==> config.mk <==
export PLATFORM = sky130hd
export DESIGN_NAME = bgc_ctrl
export DESIGN_NICKNAME = d
export VERILOG_FILES = /design/src/hdl/bgc_pkg.sv /design/src/hdl/bgc_ctrl.sv
export VERILOG_INCLUDE_DIRS = /design/src /design/src/hdl
export SDC_FILE = /design/constraint.sdc
export NUM_CORES = 1
export LEC_CHECK = 0
export BUFFER_PORTS_ARGS = -buffer_cell sky130_fd_sc_hd__buf_2
export CELL_PAD_IN_SITES_DETAIL_PLACEMENT = 0
export CELL_PAD_IN_SITES_GLOBAL_PLACEMENT = 1
export CORE_UTILIZATION = 37
export CTS_BUF_LIST = sky130_fd_sc_hd__clkbuf_2 sky130_fd_sc_hd__clkbuf_4 sky130_fd_sc_hd__clkbuf_8
export CTS_CLUSTER_DIAMETER = 50
export DETAILED_ROUTE_END_ITERATION = 8
export GPL_TIMING_DRIVEN = 0
export PLACE_DENSITY_LB_ADDON = 0.1
export SLEW_MARGIN = 20
export SYNTH_ARGS = -nofsm -noshare
export SYNTH_HDL_FRONTEND = slang
export SYNTH_SLANG_ARGS = --single-unit
==> constraint.sdc <==
create_clock -name aclk -period 3.3 [get_ports aclk]
set_input_delay 0.495 -clock aclk [delete_from_list [all_inputs] [get_ports aclk]]
set_output_delay 0.495 -clock aclk [all_outputs]
set_load 0.01 [all_outputs]
==> src/hdl/binary_grid_gap_closing_defines.svh <==
// -----------------------------------------------------------------------------
// Binary grid gap closing: assertion macros
// Shared concurrent assertion forms for the block's modules.
// -----------------------------------------------------------------------------
`ifndef BINARY_GRID_GAP_CLOSING_DEFINES_SVH
`define BINARY_GRID_GAP_CLOSING_DEFINES_SVH

// Same-cycle implication, disabled while reset is asserted.
`define BGC_ASSERT_IMP(label, clk, rstn, ante, cons, msg) \
    label: assert property (@(posedge clk) disable iff (!(rstn)) (ante) |-> (cons)) \
        else $error(msg);

// Next-cycle implication, disabled while reset is asserted.
`define BGC_ASSERT_NXT(label, clk, rstn, ante, cons, msg) \
    label: assert property (@(posedge clk) disable iff (!(rstn)) (ante) |=> (cons)) \
        else $error(msg);

`endif

==> src/hdl/bgc_pkg.sv <==
// -----------------------------------------------------------------------------
// bgc_pkg
// Types and constants shared by the binary grid gap closing modules.
// -----------------------------------------------------------------------------
`default_nettype none

package bgc_pkg;

    // Common width for unsigned compares of coordinates, quotients and counts.
    localparam int CMP_W      = 12;
    localparam int QUERY_W    = 12;
    localparam int DIV_STEPS  = 12;
    localparam int DIV_CNT_W  = 4;
    localparam int GRID_W     = 7;
    localparam int CELL_IDX_W = 6;
    localparam int S_TDATA_W  = 40;
    localparam int M_TDATA_W  = 8;

    localparam logic [GRID_W-1:0]  GRID_WIDTH_RST  = 7'd64;
    localparam logic [GRID_W-1:0]  GRID_HEIGHT_RST = 7'd64;
    localparam logic [QUERY_W-1:0] CELL_WIDTH_RST  = 12'd8;
    localparam logic [QUERY_W-1:0] CELL_HEIGHT_RST = 12'd8;

    typedef enum logic [1:0] {
        FUNC_LOAD  = 2'd0,
        FUNC_CLOSE = 2'd1,
        FUNC_QUERY = 2'd2,
        FUNC_NOP   = 2'd3
    } func_t;

    typedef enum logic [1:0] {
        REG_GRID_WIDTH  = 2'd0,
        REG_GRID_HEIGHT = 2'd1,
        REG_CELL_WIDTH  = 2'd2,
        REG_CELL_HEIGHT = 2'd3
    } reg_idx_t;

    typedef enum logic [2:0] {
        ST_IDLE,
        ST_CLOSE,
        ST_DRAIN,
        ST_FLUSH,
        ST_DIV,
        ST_READ,
        ST_FIN,
        ST_RESP
    } state_t;

    typedef enum logic [1:0] {
        RES_NONE,
        RES_OUT_NOW,
        RES_HOLD,
        RES_OUT_HELD
    } res_op_t;

    typedef struct packed {
        logic    load_wr;
        logic    sweep_clr;
        logic    sweep_step;
        logic    div_start;
        logic    q_read;
        logic    res_query;
        res_op_t res_op;
    } cmd_t;

    typedef struct packed {
        logic sweep_last;
        logic div_done;
    } status_t;

    typedef struct packed {
        logic out_of_grid;
        logic inside_field;
    } res_t;

endpackage

`default_nettype wire

==> src/hdl/bgc_ctrl.sv <==
// -----------------------------------------------------------------------------
// bgc_ctrl
// Operation sequencer and result handshake for the grid gap closing block.
// -----------------------------------------------------------------------------
`default_nettype none

`include "binary_grid_gap_closing_defines.svh"

module bgc_ctrl (
    input  wire logic                    aclk,
    input  wire logic                    aresetn,
    input  wire logic                    s_tvalid,
    output logic                         s_tready,
    input  wire logic [1:0]              s_func,
    output logic                         m_tvalid,
    input  wire logic                    m_tready,
    output bgc_pkg::cmd_t                cmd,
    input  wire bgc_pkg::status_t        status
);

    bgc_pkg::state_t state_reg, state_next;
    logic            m_valid_reg, m_valid_next;
    logic            out_free;
    logic            finish;

    assign out_free = !m_valid_reg || m_tready;

    always_ff @(posedge aclk) begin
        if (!aresetn) begin
            state_reg   <= bgc_pkg::ST_IDLE;
            m_valid_reg <= 1'b0;
        end else begin
            state_reg   <= state_next;
            m_valid_reg <= m_valid_next;
        end
    end

    always_comb begin
        state_next   = state_reg;
        m_valid_next = m_valid_reg && !m_tready;
        cmd          = '0;
        finish       = 1'b0;
        s_tready     = 1'b0;
        unique case (state_reg)
            bgc_pkg::ST_IDLE: begin
                s_tready = 1'b1;
                if (s_tvalid) begin
                    unique case (bgc_pkg::func_t'(s_func))
                        bgc_pkg::FUNC_LOAD: begin
                            cmd.load_wr = 1'b1;
                            finish      = 1'b1;
                        end
                        bgc_pkg::FUNC_CLOSE: begin
                            cmd.sweep_clr = 1'b1;
                            state_next    = bgc_pkg::ST_CLOSE;
                        end
                        bgc_pkg::FUNC_QUERY: begin
                            cmd.div_start = 1'b1;
                            state_next    = bgc_pkg::ST_DIV;
                        end
                        bgc_pkg::FUNC_NOP: begin
                            finish = 1'b1;
                        end
                        default: ;
                    endcase
                end
            end
            bgc_pkg::ST_CLOSE: begin
                cmd.sweep_step = 1'b1;
                if (status.sweep_last) begin
                    state_next = bgc_pkg::ST_DRAIN;
                end
            end
            bgc_pkg::ST_DRAIN: begin
                state_next = bgc_pkg::ST_FLUSH;
            end
            bgc_pkg::ST_FLUSH: begin
                finish = 1'b1;
            end
            bgc_pkg::ST_DIV: begin
                if (status.div_done) begin
                    state_next = bgc_pkg::ST_READ;
                end
            end
            bgc_pkg::ST_READ: begin
                cmd.q_read = 1'b1;
                state_next = bgc_pkg::ST_FIN;
            end
            bgc_pkg::ST_FIN: begin
                cmd.res_query = 1'b1;
                finish        = 1'b1;
            end
            bgc_pkg::ST_RESP: begin
                if (out_free) begin
                    cmd.res_op   = bgc_pkg::RES_OUT_HELD;
                    m_valid_next = 1'b1;
                    state_next   = bgc_pkg::ST_IDLE;
                end
            end
            default: begin
                state_next = bgc_pkg::ST_IDLE;
            end
        endcase

        // Hand the result to the output register, or park it while the
        // receiver still holds the previous one.
        if (finish) begin
            if (out_free) begin
                cmd.res_op   = bgc_pkg::RES_OUT_NOW;
                m_valid_next = 1'b1;
                state_next   = bgc_pkg::ST_IDLE;
            end else begin
                cmd.res_op = bgc_pkg::RES_HOLD;
                state_next = bgc_pkg::ST_RESP;
            end
        end
    end

    assign m_tvalid = m_valid_reg;

    `BGC_ASSERT_IMP(a_resp_has_busy_out, aclk, aresetn, state_reg == bgc_pkg::ST_RESP, m_valid_reg, "parked result without a pending output beat")
    `BGC_ASSERT_IMP(a_div_done_in_div, aclk, aresetn, status.div_done, state_reg == bgc_pkg::ST_DIV, "divider finished outside the divide wait")
    `BGC_ASSERT_IMP(a_no_overwrite, aclk, aresetn, m_valid_reg && !m_tready, cmd.res_op != bgc_pkg::RES_OUT_NOW && cmd.res_op != bgc_pkg::RES_OUT_HELD, "output register overwritten while stalled")

endmodule

`default_nettype wire

======== Yosys cells after proc, flatten, opt, wreduce, memory -nomap -nowiden ========
Index checks and enable logic that the tools add are counted.
Widths: inputs -> output; s select.
storage, ports and cells
  memories ................................ 0
  bits in latches ......................... 0
  ROM bits ................................ 0
  bits in registers ....................... 4
  bits in writable memories ............... 0
  input bits .............................. 8
  output and inout bits ................... 10
cells by class
  add/sub/neg operators ................... 0
  muxes and demuxes ....................... 30
  order comparisons ....................... 0
  bitwise operators ....................... 0
  shift-type cells ........................ 0
  multiply operators ...................... 0
  equality and inequality tests ........... 15
  reductions and logical operators ........ 10
  divide/modulo/power cells ............... 0
operators with widths
  cell                count
  $mux 3              6
  $pmux 3 s6          1
  $mux 1              15
  $eq 3x3->1 const B  4
  $mux 2              6
  $ne 3x3->1 const B  4
  $reduce_bool 7->1   1
  $eq 3x2->1 const B  2
  $pmux 3 s2          1
  $reduce_and 6->1    1
  $eq 2x2->1 const B  2
  $ne 4x2->1 const B  1
  $reduce_or 2->1     2
  $eq 3x1->1 const B  1
  $logic_not 3->1     1
  $eq 2x1->1 const B  1
  $logic_not 1->1     2
  $logic_not 2->1     1
  $pmux 1 s2          1
  $logic_and 1x1->1   1
  $logic_or 1x1->1    1

======== Depth between registers and ports, before layout ========
  word-level depth ........................ 7
  gate-level depth with buffers ........... 6
  depth with buffers taken out ............ 6

======== Least setup slack after synthesis ========
Ideal clock, no wire load.
  path kind ............................... input to output
  start ................................... input port s_func[0]
  end ..................................... output port cmd[1] in the netlist's numbering
  cell stages on the path ................. 6
  required time ........................... 2805 ps
  path buffers ............................ 0
  path slack .............................. 1106 ps
  data arrival time ....................... 1699 ps
  path through ............................ inv_1 > ha_1 > or4b_4 > a2bb2oi_4 > nand2_1 > o21ai_1
RTL lines
  what         line            source
  from (decl)  bgc_ctrl.sv:14  input wire logic [1:0] s_func,
  to (decl)    bgc_ctrl.sv:17  output bgc_pkg::cmd_t cmd,

==> flow_metrics.env <==
export IMPL_die_w_um=38.9
export IMPL_setup_viol=0
export IMPL_antenna_diode_count=0
export IMPL_largest_reg_flops=3
export IMPL_worstRegToRegCells=5
export IMPL_maxSlewViolCount=0
export IMPL_cts_resized=0
export IMPL_clkSinkCount=4
export IMPL_ys_warn_count=0
export IMPL_powerDensity_nw_per_um2=737
export IMPL_irDropWorstVdd_v=0.000326
export IMPL_grt_pass1_vias=479
export IMPL_cts_made_buffers=3
export IMPL_totalWireLength_um=1230
export IMPL_cp_required_ns=2.80
export IMPL_antenna_found_initial=0
export IMPL_cts_root_buf="clkbuf_4"
export IMPL_drc_errors=0
export IMPL_post_cts_buffers=0
export IMPL_leakagePower_nw=0.289
export IMPL_die_h_um=38.9
export IMPL_final_nets=103
export IMPL_ctsHtreeMaxLevel=1
export IMPL_grt_start_max_net_pins=11
export IMPL_rsz0062_at_grt="no"
export IMPL_syn_num_nets=81
export IMPL_cp_end_kind="output pin"
export IMPL_viasPerCell=5.30
export IMPL_drive_gt1_frac=0.289
export IMPL_cts_hold_buf=0
export IMPL_hold_violations=0
export IMPL_cp_arrival_ns=1.95
export IMPL_drtIter0Drc=25
export IMPL_worstSetupPathType="primary input to output pin"
export IMPL_syn_inst=70
export IMPL_gp_congestion=0.807
export IMPL_grt_pass1_wl_um=2010
export IMPL_tightest_slew_ns=0.505
export IMPL_hold_class="primary input to flop"
export IMPL_ant_nets=0
export IMPL_cts_buffer_depth=2
export IMPL_syn_to_final_growth_pct=24.9
export IMPL_grtUsageTotal=0.196
export IMPL_clk_latency_ns=0.23
export IMPL_clock_skew_final_ns=0.00465
export IMPL_grt_overflow=0
export IMPL_ys_ff_latch=4
export IMPL_dp_hpwl_um=916
export IMPL_cts_tree="done"
export IMPL_crit_fanout=6
export IMPL_period_share=0.742
export IMPL_hold_path_depth=2
export IMPL_via_count=551
export IMPL_relSlewSlack=0.661
export IMPL_yosysSeqAreaShare=0.159
export IMPL_synth_cell_area_sq_um=503
export IMPL_drt_pre_antenna_iters=4
export IMPL_setup_tns_ns=0
export IMPL_wl_per_cell_um=11.8
export IMPL_hold_worst_slack_ns=0.532
export IMPL_dieArea_sq_um=1510
export IMPL_boundaryPins=18
export IMPL_postSynthAreaPerCell_sq_um=7.19
export IMPL_io_buffer_count=17
export IMPL_coreArea_sq_um=1190
export IMPL_min_period_ns=2.45
export IMPL_start_kind="primary input"
export IMPL_path_clk_slew_ns=0.03
export IMPL_rows=12
export IMPL_fmax_ghz=0.409
export IMPL_status="complete, no violations"
export IMPL_max_cap_viol_count=0
export IMPL_synth_distinct_cells=30
export IMPL_start_util=0.424
## where the power goes
part	switching, W	internal, W
Clock	0.0000191	0.0000406
Sequential	0.00000862	0.0000651
Combinational	0.000190	0.000140
Total	0.000218	0.000245
## worst paths after layout
kind                                    from           end  slack, ns
worst max register to register  state_reg[1]  state_reg[1]       1.73
worst min register to register      m_tvalid  state_reg[1]       0.78
worst min-delay path                 aresetn      m_tvalid       0.53
worst max-delay path               s_func[0]        cmd[1]       0.85
## critical path, stage by stage
cell	delay (ns)
buf_2	0.09
inv_1	0.05
ha_1	0.30
or4b_4	0.50
a2bb2oi_4	0.22
nand2_1	0.07
o21ai_1	0.08
buf_2	0.14
## synthesized netlist by cell type
master / number / share of area
o31ai_2: 1 / 0.025
nor4b_1: 1 / 0.017
and3_1: 2 / 0.025
a31o_2: 1 / 0.017
dfxtp_1: 4 / 0.16
a22oi_1: 1 / 0.015
clkbuf_1: 4 / 0.030
a21oi_1: 6 / 0.060
nand3_1: 1 / 0.0099
nand2b_1: 4 / 0.050
ha_1: 3 / 0.075
nand3b_1: 1 / 0.015
o21ai_0: 5 / 0.050
a2bb2oi_1: 2 / 0.035
a2bb2oi_4: 1 / 0.052
buf_2: 1 / 0.0099
a211oi_1: 1 / 0.015
buf_6: 1 / 0.022
nand2_1: 3 / 0.022
o21a_1: 1 / 0.015
a31oi_1: 2 / 0.025
nor3_1: 3 / 0.030
o211ai_1: 1 / 0.015
o21ai_1: 1 / 0.0099
o22ai_1: 2 / 0.025
or4b_4: 1 / 0.027
nor2b_1: 3 / 0.037
nor2_1: 5 / 0.037
inv_1: 5 / 0.037
and2_1: 3 / 0.037
## layout make-up
cell class / count / area [sq um]
Buffer: 6 / 31.3
Clock buffer: 3 / 22.5
Fill cell: 123 / 558
Timing Repair Buffer: 17 / 85.1
Inverter: 5 / 18.8
Multi-Input combinational cell: 55 / 373
Sequential cell: 4 / 80.1
Tap cell: 14 / 17.5
## per-layer routing
layer | global-route usage | share of wire
met1 | 0.260 | 0.49
met2 | 0.308 | 0.45
met3 | 0.0867 | 0.055
met4 | 0 | 0
met5 | 0 | 0
## cells in the final DEF, fill, tap and decap left out, drive strengths merged, types with 4 or more instances in the layout
master / Yosys / layout
buf: 2 / 19
inv: 5 / 5
nor2: 5 / 5
clkbuf: 4 / 7
nand2b: 4 / 4
o21ai: 6 / 6
dfxtp: 4 / 4
a21oi: 6 / 6
## through the flow
step	setup WS (ns)	util	instances	area (sq um)	power (W)
after floorplan	1.11	-	70	503	0.000321
after global placement	0.857	0.511	101	606	0.000401
after detailed placement	0.851	0.511	101	606	0.000401
after CTS	0.846	0.530	104	628	0.000466
after global routing	0.732	0.530	104	628	0.000506
final	0.852	0.530	104	628	0.000463
## logic make-up after synthesis
| group | share of synthesized area |
|---|---|
| buffers and inverters | 0.0995 |
| adder cells (fa/ha/maj) | 0.0746 |
| AO/OA/AOI/OAI | 0.358 |
| flip-flops | 0.159 |
| AND/OR/NAND/NOR | 0.308 |
(Power assumes the default switching activity.)
